## config.mk

```make
export PLATFORM = sky130hd
export DESIGN_NAME = lru_key_value_cache_top
export DESIGN_NICKNAME = d
export VERILOG_FILES = /design/src/hw/rtl/lrukv_pkg.sv /design/src/hw/rtl/lrukv_cell.sv /design/src/hw/rtl/lru_key_value_cache_top.sv
export SDC_FILE = /design/constraint.sdc
export NUM_CORES = 2
export LEC_CHECK = 0
export ABC_AREA = 1
export BUFFER_PORTS_ARGS = -buffer_cell sky130_fd_sc_hd__buf_2
export CELL_PAD_IN_SITES_DETAIL_PLACEMENT = 1
export CELL_PAD_IN_SITES_GLOBAL_PLACEMENT = 2
export CORE_MARGIN = 2
export CORE_UTILIZATION = 37
export CTS_BUF_LIST = sky130_fd_sc_hd__clkbuf_16
export DETAILED_ROUTE_END_ITERATION = 8
export GPL_TIMING_DRIVEN = 0
export PLACE_DENSITY = 0.75
export SLEW_MARGIN = 20
export SYNTH_ARGS = -nofsm -noshare
export SYNTH_HDL_FRONTEND = slang
export SYNTH_HIERARCHICAL = 1
export SYNTH_SLANG_ARGS = --single-unit
```

## constraint.sdc

```tcl
create_clock -name clk -period 4.1 [get_ports clk]
set_input_delay 0.205 -clock clk [delete_from_list [all_inputs] [get_ports clk]]
set_output_delay 0.205 -clock clk [all_outputs]
set_load 0.02 [all_outputs]
```

## src/hw/rtl/lrukv_pkg.sv

```systemverilog
`default_nettype none

package lrukv_pkg;

    localparam int ENTRIES  = 16;
    localparam int KEY_W    = 16;
    localparam int VALUE_W  = 32;
    localparam int IDX_W    = $clog2(ENTRIES);
    localparam int RANK_W   = IDX_W;
    localparam int OCC_W    = $clog2(ENTRIES + 1);
    localparam int CAP_W    = 5;
    localparam int CMP_W    = (OCC_W > CAP_W) ? OCC_W : CAP_W;
    localparam int PADDR_W  = 3;
    localparam int PDATA_W  = 32;
    localparam int REGSEL_W = PADDR_W - 2;

    localparam logic [CAP_W-1:0]    CAP_RESET    = CAP_W'(16);
    localparam logic [REGSEL_W-1:0] REG_CAPACITY = REGSEL_W'(0);

    localparam logic FUNC_GET = 1'b0;
    localparam logic FUNC_PUT = 1'b1;

    typedef struct packed {
        logic                      func;
        logic [KEY_W-1:0]          key;
        logic signed [VALUE_W-1:0] value;
    } req_t;

    typedef struct packed {
        logic                      hit;
        logic signed [VALUE_W-1:0] read_value;
    } rsp_t;

    // Search token, walks the cell chain one cell per cycle
    typedef struct packed {
        logic               hit;
        logic [IDX_W-1:0]   hit_idx;
        logic [RANK_W-1:0]  hit_rank;
        logic [VALUE_W-1:0] hit_data;
        logic               free_seen;
        logic [IDX_W-1:0]   free_idx;
        logic               evict_seen;
        logic [IDX_W-1:0]   evict_idx;
    } srch_t;

    // Update command, broadcast to every cell
    typedef struct packed {
        logic               en;
        logic               age_all;
        logic [RANK_W-1:0]  age_limit;
        logic [IDX_W-1:0]   slot;
        logic               wr_key;
        logic               wr_data;
        logic [KEY_W-1:0]   key;
        logic [VALUE_W-1:0] data;
    } upd_t;

endpackage

`default_nettype wire

```

## src/hw/rtl/lrukv_cell.sv

```systemverilog
`default_nettype none

module lrukv_cell (
    input  wire logic                         clk,
    input  wire logic                         rst_n,
    input  wire logic [lrukv_pkg::IDX_W-1:0]  idx,
    input  wire logic [lrukv_pkg::KEY_W-1:0]  key,
    input  wire logic [lrukv_pkg::RANK_W-1:0] evict_rank,
    input  wire lrukv_pkg::srch_t             tok_in,
    output lrukv_pkg::srch_t                  tok_out,
    input  wire lrukv_pkg::upd_t              cmd
);
    import lrukv_pkg::*;

    logic [KEY_W-1:0]   key_reg,   key_next;
    logic [VALUE_W-1:0] data_reg,  data_next;
    logic               valid_reg, valid_next;
    logic [RANK_W-1:0]  rank_reg,  rank_next;
    srch_t              tok_reg,   tok_next;
    logic               mine;
    logic               match;

    assign mine  = cmd.en && (cmd.slot == idx);
    assign match = valid_reg && (key_reg == key);

    // entry update
    always_comb
    begin
        valid_next = valid_reg;
        rank_next  = rank_reg;
        key_next   = key_reg;
        data_next  = data_reg;
        if (mine)
        begin
            rank_next = '0;
            if (cmd.wr_key)
            begin
                key_next   = cmd.key;
                valid_next = 1'b1;
            end
            if (cmd.wr_data)
            begin
                data_next = cmd.data;
            end
        end
        else if (cmd.en && valid_reg && (cmd.age_all || rank_reg < cmd.age_limit))
        begin
            rank_next = rank_reg + RANK_W'(1);
        end
    end

    // search token, first match / first free / oldest entry
    always_comb
    begin
        tok_next = tok_in;
        if (match && !tok_in.hit)
        begin
            tok_next.hit      = 1'b1;
            tok_next.hit_idx  = idx;
            tok_next.hit_rank = rank_reg;
            tok_next.hit_data = data_reg;
        end
        if (!valid_reg && !tok_in.free_seen)
        begin
            tok_next.free_seen = 1'b1;
            tok_next.free_idx  = idx;
        end
        if (valid_reg && (rank_reg == evict_rank) && !tok_in.evict_seen)
        begin
            tok_next.evict_seen = 1'b1;
            tok_next.evict_idx  = idx;
        end
    end

    always_ff @(posedge clk or negedge rst_n)
    begin
        if (!rst_n)
        begin
            valid_reg <= 1'b0;
            rank_reg  <= '0;
        end
        else
        begin
            valid_reg <= valid_next;
            rank_reg  <= rank_next;
        end
    end

    always_ff @(posedge clk)
    begin
        key_reg  <= key_next;
        data_reg <= data_next;
        tok_reg  <= tok_next;
    end

    assign tok_out = tok_reg;

endmodule

`default_nettype wire

```

## src/hw/rtl/lru_key_value_cache_top.sv

```systemverilog
`default_nettype none
// A request's response is registered once the search token has walked the chain, one cell
//   per cycle, and the response register is free.
// Requests are searched one at a time; the next request is taken
//   the cycle after the update, even while the previous response still waits.
// Reset: async active low; clears valid marks, ranks, occupancy; capacity = 16.

module lru_key_value_cache_top (
    input  wire logic                           clk,
    input  wire logic                           rst_n,
    // request channel
    input  wire logic                           req_valid,
    output logic                                req_ready,
    input  wire lrukv_pkg::req_t                req,
    // response channel
    output logic                                rsp_valid,
    input  wire logic                           rsp_ready,
    output lrukv_pkg::rsp_t                     rsp,
    // configuration port
    input  wire logic                           psel,
    input  wire logic                           penable,
    input  wire logic                           pwrite,
    input  wire logic [lrukv_pkg::PADDR_W-1:0]  paddr,
    input  wire logic [lrukv_pkg::PDATA_W-1:0]  pwdata,
    output logic [lrukv_pkg::PDATA_W-1:0]       prdata,
    output logic                                pready
);
    import lrukv_pkg::*;

    typedef enum logic {
        S_IDLE,
        S_SEARCH
    } state_t;

    state_t             state_reg,     state_next;
    logic [OCC_W-1:0]   cnt_reg,       cnt_next;
    logic [OCC_W-1:0]   occ_reg,       occ_next;
    req_t               req_reg,       req_next;
    logic               rsp_valid_reg, rsp_valid_next;
    rsp_t               rsp_reg,       rsp_next;
    logic [CAP_W-1:0]   cap_reg;

    srch_t              chain [ENTRIES+1];
    srch_t              tail;
    upd_t               cmd;
    logic [RANK_W-1:0]  evict_rank;
    logic [CMP_W-1:0]   cap_ext;
    logic [CMP_W-1:0]   cap_eff;
    logic               evict;
    logic               is_put;
    logic               slot_ok;
    logic               done;
    logic               fire;
    logic               cfg_wr;

    // ------------------------------------------------------------------
    // Configuration: one register, capacity, at byte address 0.
    // ------------------------------------------------------------------
    assign pready = 1'b1;
    assign cfg_wr = psel && penable && pwrite && (paddr[PADDR_W-1:2] == REG_CAPACITY);
    assign prdata = (paddr[PADDR_W-1:2] == REG_CAPACITY) ? PDATA_W'(cap_reg) : '0;

    always_ff @(posedge clk or negedge rst_n)
    begin
        if (!rst_n)
        begin
            cap_reg <= CAP_RESET;
        end
        else if (cfg_wr)
        begin
            cap_reg <= pwdata[CAP_W-1:0];
        end
    end

    // Capacity of zero acts as one; above the entry count it saturates.
    assign cap_ext = CMP_W'(cap_reg);
    always_comb
    begin
        if (cap_ext == '0)
        begin
            cap_eff = CMP_W'(1);
        end
        else if (cap_ext > CMP_W'(ENTRIES))
        begin
            cap_eff = CMP_W'(ENTRIES);
        end
        else
        begin
            cap_eff = cap_ext;
        end
    end

    // ------------------------------------------------------------------
    // Cell chain. The search token enters cell 0 empty; each cell adds its
    // own findings and hands it on, so once it has passed every cell the
    // tail holds the hit entry, the lowest free slot and the least recent entry.
    // Valid ranks always form 0..occupancy-1, so the least recent entry is
    // the one whose rank equals occupancy-1.
    // ------------------------------------------------------------------
    assign chain[0]   = '0;
    assign evict_rank = RANK_W'(occ_reg - OCC_W'(1));

    for (genvar i = 0; i < ENTRIES; i++)
    begin : g_cell
        lrukv_cell u_cell (
            .clk        (clk),
            .rst_n      (rst_n),
            .idx        (IDX_W'(i)),
            .key        (req_reg.key),
            .evict_rank (evict_rank),
            .tok_in     (chain[i]),
            .tok_out    (chain[i+1]),
            .cmd        (cmd)
        );
    end

    assign tail = chain[ENTRIES];

    // ------------------------------------------------------------------
    // Decision: once the token has reached the tail and the response
    // register is free, broadcast one update to the cells on a hit or a put.
    // ------------------------------------------------------------------
    assign is_put  = (req_reg.func == FUNC_PUT);
    assign evict   = (CMP_W'(occ_reg) >= cap_eff);
    assign slot_ok = evict ? tail.evict_seen : tail.free_seen;
    assign done    = (state_reg == S_SEARCH) && (cnt_reg == OCC_W'(ENTRIES));
    assign fire    = done && (!rsp_valid_reg || rsp_ready);

    always_comb
    begin
        cmd.en        = fire && (tail.hit || (is_put && slot_ok));
        cmd.age_all   = !tail.hit;
        cmd.age_limit = tail.hit_rank;
        cmd.slot      = tail.hit ? tail.hit_idx : (evict ? tail.evict_idx : tail.free_idx);
        cmd.wr_key    = !tail.hit;
        cmd.wr_data   = is_put;
        cmd.key       = req_reg.key;
        cmd.data      = req_reg.value;
    end

    // ------------------------------------------------------------------
    // Control
    // ------------------------------------------------------------------
    always_comb
    begin
        state_next     = state_reg;
        cnt_next       = cnt_reg;
        occ_next       = occ_reg;
        req_next       = req_reg;
        rsp_valid_next = rsp_valid_reg;
        rsp_next       = rsp_reg;

        if (rsp_valid_reg && rsp_ready)
        begin
            rsp_valid_next = 1'b0;
        end

        unique case (state_reg)
            S_IDLE:
            begin
                if (req_valid)
                begin
                    req_next   = req;
                    cnt_next   = '0;
                    state_next = S_SEARCH;
                end
            end
            S_SEARCH:
            begin
                if (!done)
                begin
                    cnt_next = cnt_reg + OCC_W'(1);
                end
                else if (fire)
                begin
                    rsp_valid_next      = 1'b1;
                    rsp_next.hit        = tail.hit;
                    rsp_next.read_value = (tail.hit && !is_put) ? tail.hit_data : '0;
                    // an eviction keeps occupancy; a fill grows it
                    if (is_put && !tail.hit && !evict && tail.free_seen)
                    begin
                        occ_next = occ_reg + OCC_W'(1);
                    end
                    state_next = S_IDLE;
                end
            end
            default:
            begin
                state_next = S_IDLE;
            end
        endcase
    end

    always_ff @(posedge clk or negedge rst_n)
    begin
        if (!rst_n)
        begin
            state_reg     <= S_IDLE;
            cnt_reg       <= '0;
            occ_reg       <= '0;
            rsp_valid_reg <= 1'b0;
            req_reg       <= '0;
            rsp_reg       <= '0;
        end
        else
        begin
            state_reg     <= state_next;
            cnt_reg       <= cnt_next;
            occ_reg       <= occ_next;
            rsp_valid_reg <= rsp_valid_next;
            req_reg       <= req_next;
            rsp_reg       <= rsp_next;
        end
    end

    assign req_ready = (state_reg == S_IDLE);
    assign rsp_valid = rsp_valid_reg;
    assign rsp       = rsp_reg;

    // ------------------------------------------------------------------
    // Checks
    // ------------------------------------------------------------------
    a_occ_bound: assert property (@(posedge clk) disable iff (!rst_n)
        occ_reg <= OCC_W'(ENTRIES))
        else $error("occupancy above entry count");

    a_hit_keeps_occ: assert property (@(posedge clk) disable iff (!rst_n)
        fire && tail.hit |=> $stable(occ_reg))
        else $error("occupancy changed on a hit");

    a_put_has_slot: assert property (@(posedge clk) disable iff (!rst_n)
        fire && is_put && !tail.hit |-> slot_ok)
        else $error("put miss found no slot");

    a_zero_on_miss: assert property (@(posedge clk) disable iff (!rst_n)
        fire && !tail.hit |=> rsp_valid_reg && (rsp_reg.read_value == '0))
        else $error("miss returned data");

endmodule

`default_nettype wire

```

# Word-level counts from Yosys, hierarchy flattened
# Index checks and enable logic that the tools add are counted.
# W data, S select, Z words.
dict set report classes {
  add_sub_neg 19
  order_cmp 18
  n_eq_ne 50
  n_mux 68
  bitwise_logic 3
  n_reduce_logical 273
}
# cell count
set op_table {}
lappend op_table {{$mux W36} 15}
lappend op_table {{$eq A16 B16 Y1} 16}
lappend op_table {{$logic_and A1 B1 Y1} 137}
lappend op_table {{$mux W4} 34}
lappend op_table {{$reduce_and A2 Y1} 34}
lappend op_table {{$add A4 B1 Y4 const B} 16}
lappend op_table {{$eq A4 B4 Y1} 16}
lappend op_table {{$logic_not A1 Y1} 64}
lappend op_table {{$lt A4 B4 Y1} 16}
lappend op_table {{$mux W41} 1}
lappend op_table {{$mux W5} 7}
lappend op_table {{$eq A4 B4 Y1 const B} 8}
lappend op_table {{$mux W32} 1}
lappend op_table {{$reduce_bool A2 Y1} 16}
lappend op_table {{$logic_or A1 B1 Y1} 18}
lappend op_table {{$eq A4 B3 Y1 const B} 4}
lappend op_table {{$add A5 B1 Y5 const B} 2}
lappend op_table {{$pmux W5 S2} 1}
lappend op_table {{$eq A4 B2 Y1 const B} 2}
lappend op_table {{$mux W1} 8}
lappend op_table {{$eq A5 B5 Y1 const B} 1}
lappend op_table {{$ge A5 B5 Y1} 1}
lappend op_table {{$gt A5 B5 Y1 const B} 1}
lappend op_table {{$logic_not A5 Y1} 1}
lappend op_table {{8 further kinds} 11}
dict set report word_totals {
  reg_bits 1763
  in_bits 91
  output_inout_bits 68
  elab_cells 633
}

# Depth between registers and ports, before layout
dict set report logic_depth {
  word_depth 12
  ltp_mapped 20
  depth_no_buf 20
}

# By module
# The synthesis kept the hierarchy.
# mod n_inst cells_per_inst area_each_um2 seq_area_each_um2
set by_module_without_submodules {}
lappend by_module_without_submodules {lrukv_cell 16 412 4061.4 2587.5}
lappend by_module_without_submodules {lru_key_value_cache_top 1 441 4605.7 2478.6}

# Worst setup path before layout
# No wires, ideal clock.
dict set report synth_timing {
  kind {reg-to-reg}
  from {register occ_reg[0]}
  to {register g_cell[11].u_cell.data_reg[0], enable pin}
  setup_ps 421
  arrival_time_ps 4089
  t_required_ps 3679
  slack_ps -410
  stages_incl_launch_ff 14
  path_buffers 0
  synth_period_minus_slack_ps 4510
  path_cell_list {dfrtp_1 -> inv_1 -> ha_1 -> inv_1 -> nand2_1 -> nand2_1 -> nand3_2 -> nand2_1 -> nand3_1 -> nand2_1 -> nor2_1 -> nor2_1 -> nand3_1 -> nor2_1}
}
# element line
set synth_rtl {}
lappend synth_rtl {{start, declared} lru_key_value_cache_top.sv:37} ;# logic [OCC_W-1:0] occ_reg, occ_next;
lappend synth_rtl {{start signal, assigned} lru_key_value_cache_top.sv:209} ;# occ_reg <= occ_next;
lappend synth_rtl {{end signal, assigned} lrukv_cell.sv:92} ;# data_reg <= data_next;
lappend synth_rtl {{end, declared} lrukv_cell.sv:16} ;# logic [VALUE_W-1:0] data_reg, data_next;

==> summary by stage <==
Route
The remaining routing DRC violations is 0. In this run the remaining antenna-violating nets after routing total 0. For this block, the via count after detailed routing is roughly 47000. The average wire per cell in the routed design is 16.3 um.

In the routed layout, each cell is associated on average with a via count of between 4 and 5. The number of DRC violations after detailed-routing iteration 0 is 1677. The detailed-routing iteration count for the pre-antenna-repair pass is 5. The final layout contains routed wiring with a total length of 170000 um.

STA
The final setup violation count is 0. The max-slew headroom at the worst pin is between 30% and 40%. The maximum achievable frequency is 268 MHz.

The final clock period utilization by the worst path is 91.0%. The minimum clock period after layout is 3.73 ns. The count of endpoints failing hold in the final timing report is 0. The count of pins over their slew limit is 0.

The worst clock skew is about 0.034 ns. Setup repair after global routing left no endpoint under its margin. For the pin with the worst max-slew slack, the measured transition is 1.02 ns.

Synth
By area the synthesized netlist is led by sky130_fd_sc_hd__edfxtp_1 (33%), sky130_fd_sc_hd__dfxtp_1 (23%), sky130_fd_sc_hd__nand2_1 (13%). The count of state elements after synthesis is ~1800. The per-instance average area after synthesis is 9.89 um2.

In this run, synthesis inferred ~770 flip-flops with an integrated enable. For this run, the leading register cell type out of synthesis is sky130_fd_sc_hd__dfxtp_1. Synthesis handed over a netlist of 7033 instances.

The number of warnings reported in the yosys synthesis log is 6. The biggest area contributor in the post-synthesis netlist is sky130_fd_sc_hd__edfxtp_1. The sequential-to-total area share from yosys stat is 63.1%.

The number of distinct library cells after synthesis is 39. Summed over its instances, the top area cell type makes up 33.1% of the synthesized netlist area. Yosys instantiated no cell more often than sky130_fd_sc_hd__nand2_1.

The proportion of register bits with asynchronous set or reset after synthesis is 10.2%. The cell area that synthesis handed to floorplanning was between 60000 and 70000 um2. After synthesis, the most frequently instantiated cells are sky130_fd_sc_hd__nand2_1 (2478), sky130_fd_sc_hd__dfxtp_1 (816), sky130_fd_sc_hd__edfxtp_1 (768), sky130_fd_sc_hd__nand4_1 (712), sky130_fd_sc_hd__inv_1 (667).

Die
The cell row count is 159. From left edge to right edge, the die measures 438 um. The height of the die is 438 um.

The number of top-level pins is 159. The overall die area is approximately 190000 um2. The starting utilization of the core area is approximately 37%. The region available for standard cell placement spans 187000 um2.

Global routing
The number of global-route vias before repair came to 50516. The sum of overflow across all layers after global routing is 0. In the global route stage, overall resource usage came out at 17.9%.

The largest net degree at the start of global routing is 85. The number of antenna violations at the first check in global routing is 1. The global-route wire length before repair is 274000 um.

Placement
After legalization and detailed placement, the total HPWL measured 127000 um. At the end of routability-driven placement, the weighted congestion stood at around 0.77. Once placement finished, the instance area stood at 75400 um2. Input and output buffers added on the ports amount to 101.

Setup path
The required time of the critical path is ~4.6 ns. The classification of the worst setup path is reg -> reg. Counting stages on the worst path, the most repeated cell is sky130_fd_sc_hd__nand2_1.

Traced cell by cell, the critical path runs through inv_1, nand4_1, nand2_1, nand2_1, ha_1, nand2_1, nor2_1, nand2_1, nand3_2, nand2_1, nand2_1, nand2_1, nand2_2, buf_12, o21ai_0, nor2_1, nand3_1, nor2_4, buf_12. STA classifies the critical path startpoint as a flop. Data on the critical path arrives at its endpoint at 4.25 ns. In this run the worst path has a maximum fanout of 29. Among all stages on the critical path, the largest delay is contributed by sky130_fd_sc_hd__dfrtp_1. The largest single stage delay on the critical path is 0.38 ns. The worst setup path is captured at a flop.

Job
The tool flagged a number of max-cap violations equal to 0.

Power
For this design the static power due to leakage is 37.7 nW. The cell area power density is around 570 nW/um2. The worst-case IR drop observed on VDD is 0.421 mV.

CTS
The later pin in the worst-skew pair is clocked with a latency of between 0.8 and 0.9 ns. The maximum count of clock buffers along a single path is 3. CTS built an H-tree with a depth of 4. After clock tree synthesis, the clock-pin slew on the worst setup and hold paths is 0.06 ns. The CTS tree is done. Buffers inserted during clock tree synthesis total 190. In this run the clock root is driven by a sky130_fd_sc_hd__clkbuf_16.

The clock sink total is 1763.

Layout
At the end of the flow the core is filled with cells to between 40 and 50%. The filler cells instantiated in the layout total 21188. The share of cells above drive strength 1 is 12.3%. After routing the design area is 82500 um2. The area growth from synthesis to layout is 18.5%. The number of flip-flops under the largest register name is between 800 and 900.

For this run, the post-layout net count is 7913.

Worst hold path
The path class of the tightest hold or removal check is in -> reg.

Status
The run finished with clean final reports.
## through the flow
step | hold WS, ns | total power, W | worst slack, ns | setup TNS [ns] | cells
after detailed placement | 0.0731 | 0.0311 | -0.294 | -100.29 | 9984
final | 0.125 | 0.0473 | 0.368 | 0 | 10418
after global placement | 0.411 | 0.0304 | -1.90 | -1385.53 | 9948
after floorplan | -0.0906 | 0.0272 | 0.112 | 0 | 7352
after global routing | 0.0995 | 0.0501 | 0.0285 | 0 | 10414
after CTS | 0.0375 | 0.0482 | 0.0149 | 0 | 10414
## layout make-up
cell class,count,area (um2),area share (%)
timing repair buffer,205,2000,2.43
multi-input combinational,4602,22500,27.3
sequential,1763,43900,53.2
buffer,300,2100,2.55
tap,2495,3120,3.78
antenna,4,10.0,0.0121
clock inverter,164,1260,1.53
inverter,687,2630,3.19
clock buffer,198,4950,6.01
## placed cells by master (no fill, tap or decap), types with 16 or more instances in the layout
master                          count
sky130_fd_sc_hd__buf_2            165
sky130_fd_sc_hd__clkinv_2          38
sky130_fd_sc_hd__nor3_1            17
sky130_fd_sc_hd__nand2_1         2473
sky130_fd_sc_hd__dfxtp_1          816
sky130_fd_sc_hd__dlygate4sd3_1     67
sky130_fd_sc_hd__buf_6             71
sky130_fd_sc_hd__buf_4             97
sky130_fd_sc_hd__nor2_1           251
sky130_fd_sc_hd__nor3_2            16
sky130_fd_sc_hd__a21oi_1           70
sky130_fd_sc_hd__edfxtp_1         768
sky130_fd_sc_hd__clkbuf_16        198
sky130_fd_sc_hd__ha_1              73
sky130_fd_sc_hd__inv_1            704
sky130_fd_sc_hd__or2_2             48
sky130_fd_sc_hd__nand3_1          177
sky130_fd_sc_hd__o21ai_0           52
sky130_fd_sc_hd__clkinv_1          34
sky130_fd_sc_hd__xor2_1            67
sky130_fd_sc_hd__clkinvlp_4        22
sky130_fd_sc_hd__nor2_4            34
sky130_fd_sc_hd__nor2_2            33
sky130_fd_sc_hd__xnor2_1           35
sky130_fd_sc_hd__or2_1             16
sky130_fd_sc_hd__a211oi_2          16
sky130_fd_sc_hd__buf_12            27
sky130_fd_sc_hd__o21ai_1           61
sky130_fd_sc_hd__dfrtp_2           17
sky130_fd_sc_hd__dfrtp_1          161
sky130_fd_sc_hd__nand4_1          712
sky130_fd_sc_hd__mux2_2            77
sky130_fd_sc_hd__nand3_4           16
sky130_fd_sc_hd__conb_1           321
sky130_fd_sc_hd__inv_2             20
sky130_fd_sc_hd__clkbuf_1          67
## kinds of logic (layout without fill, tap and decap cells)
| group | Yosys count | count (layout) | share of synthesized area [%] |
|---|---|---|---|
| xor gates and xnor gates | 104 | 104 | 1.31 |
| other | 2 | 325 | 0.0108 |
| DFF | 1763 | 1763 | 63.1 |
| adders and majority gates | 73 | 73 | 1.31 |
| muxes | 81 | 81 | 1.31 |
| AOI/OAI and AO/OA | 206 | 206 | 1.68 |
| buffers and inverters | 987 | 1554 | 6.73 |
| and+or+nand+nor | 3817 | 3817 | 24.6 |
## final timing paths
kind	from	end	slack, ns	cells past startpoint
worst max-delay path	cap_ext[3]$_DFFE_PN0P_	g_cell[11].u_cell/data_reg[18]$_DFFE_PP_	0.37	19
worst min-delay path	req[40]	cmd[40]$_DFFE_PN0P_	0.13	3
worst max register to register	cap_ext[3]$_DFFE_PN0P_	g_cell[11].u_cell/data_reg[18]$_DFFE_PP_	0.37	19
worst min register to register	g_cell[2].u_cell/tok_out[45]$_DFF_P_	g_cell[3].u_cell/tok_out[45]$_DFF_P_	0.40	2
max in group asynchronous	rst_n	g_cell[0].u_cell/rank_reg[1]$_DFFE_PN0P_	3.07	4
min in group asynchronous	rst_n	cap_ext[0]$_DFFE_PN0P_	0.49	4
## what timing repair did
| item | 4_1_cts | 5_1_grt |
|---|---|---|
| pin swaps | 0 | 1 |
| cloned | 0 | 0 |
| hold endpoints to repair | 234 | 0 |
| endpoints found under the setup margin | 729 | 741 |
| hold buffers | 68 | 0 |
| resized for setup | 7 | 28 |
| buffers inserted | 0 | 0 |
## power breakdown
group	switching [W]	leakage [nW]	internal [W]
clock	0.00712	3.24	0.00961
sequential	0.00236	16.0	0.0206
combinational	0.00512	18.5	0.00256
## layer usage
layer	part of all wire [%]	global-route usage [%]	wire length, um	vias up
met3	2.4	2.39	4110	279
met2	51	32.7	85800	473
met5	0	0	0	-
met1	44	21.4	74600	22073
met4	3.0	6.10	5140	0
li1	-	-	-	24359
## worst max-delay path, delay by kind of cell, from the launching register on
kind                       cells  cell delay (ns)
AOI/OAI and AO/OA              1             0.13
DFF                            1             0.38
adders and majority gates      1             0.30
and+or+nand+nor               14             2.02
buffers and inverters          3             0.54
Power figures use the tool's default switching activity.
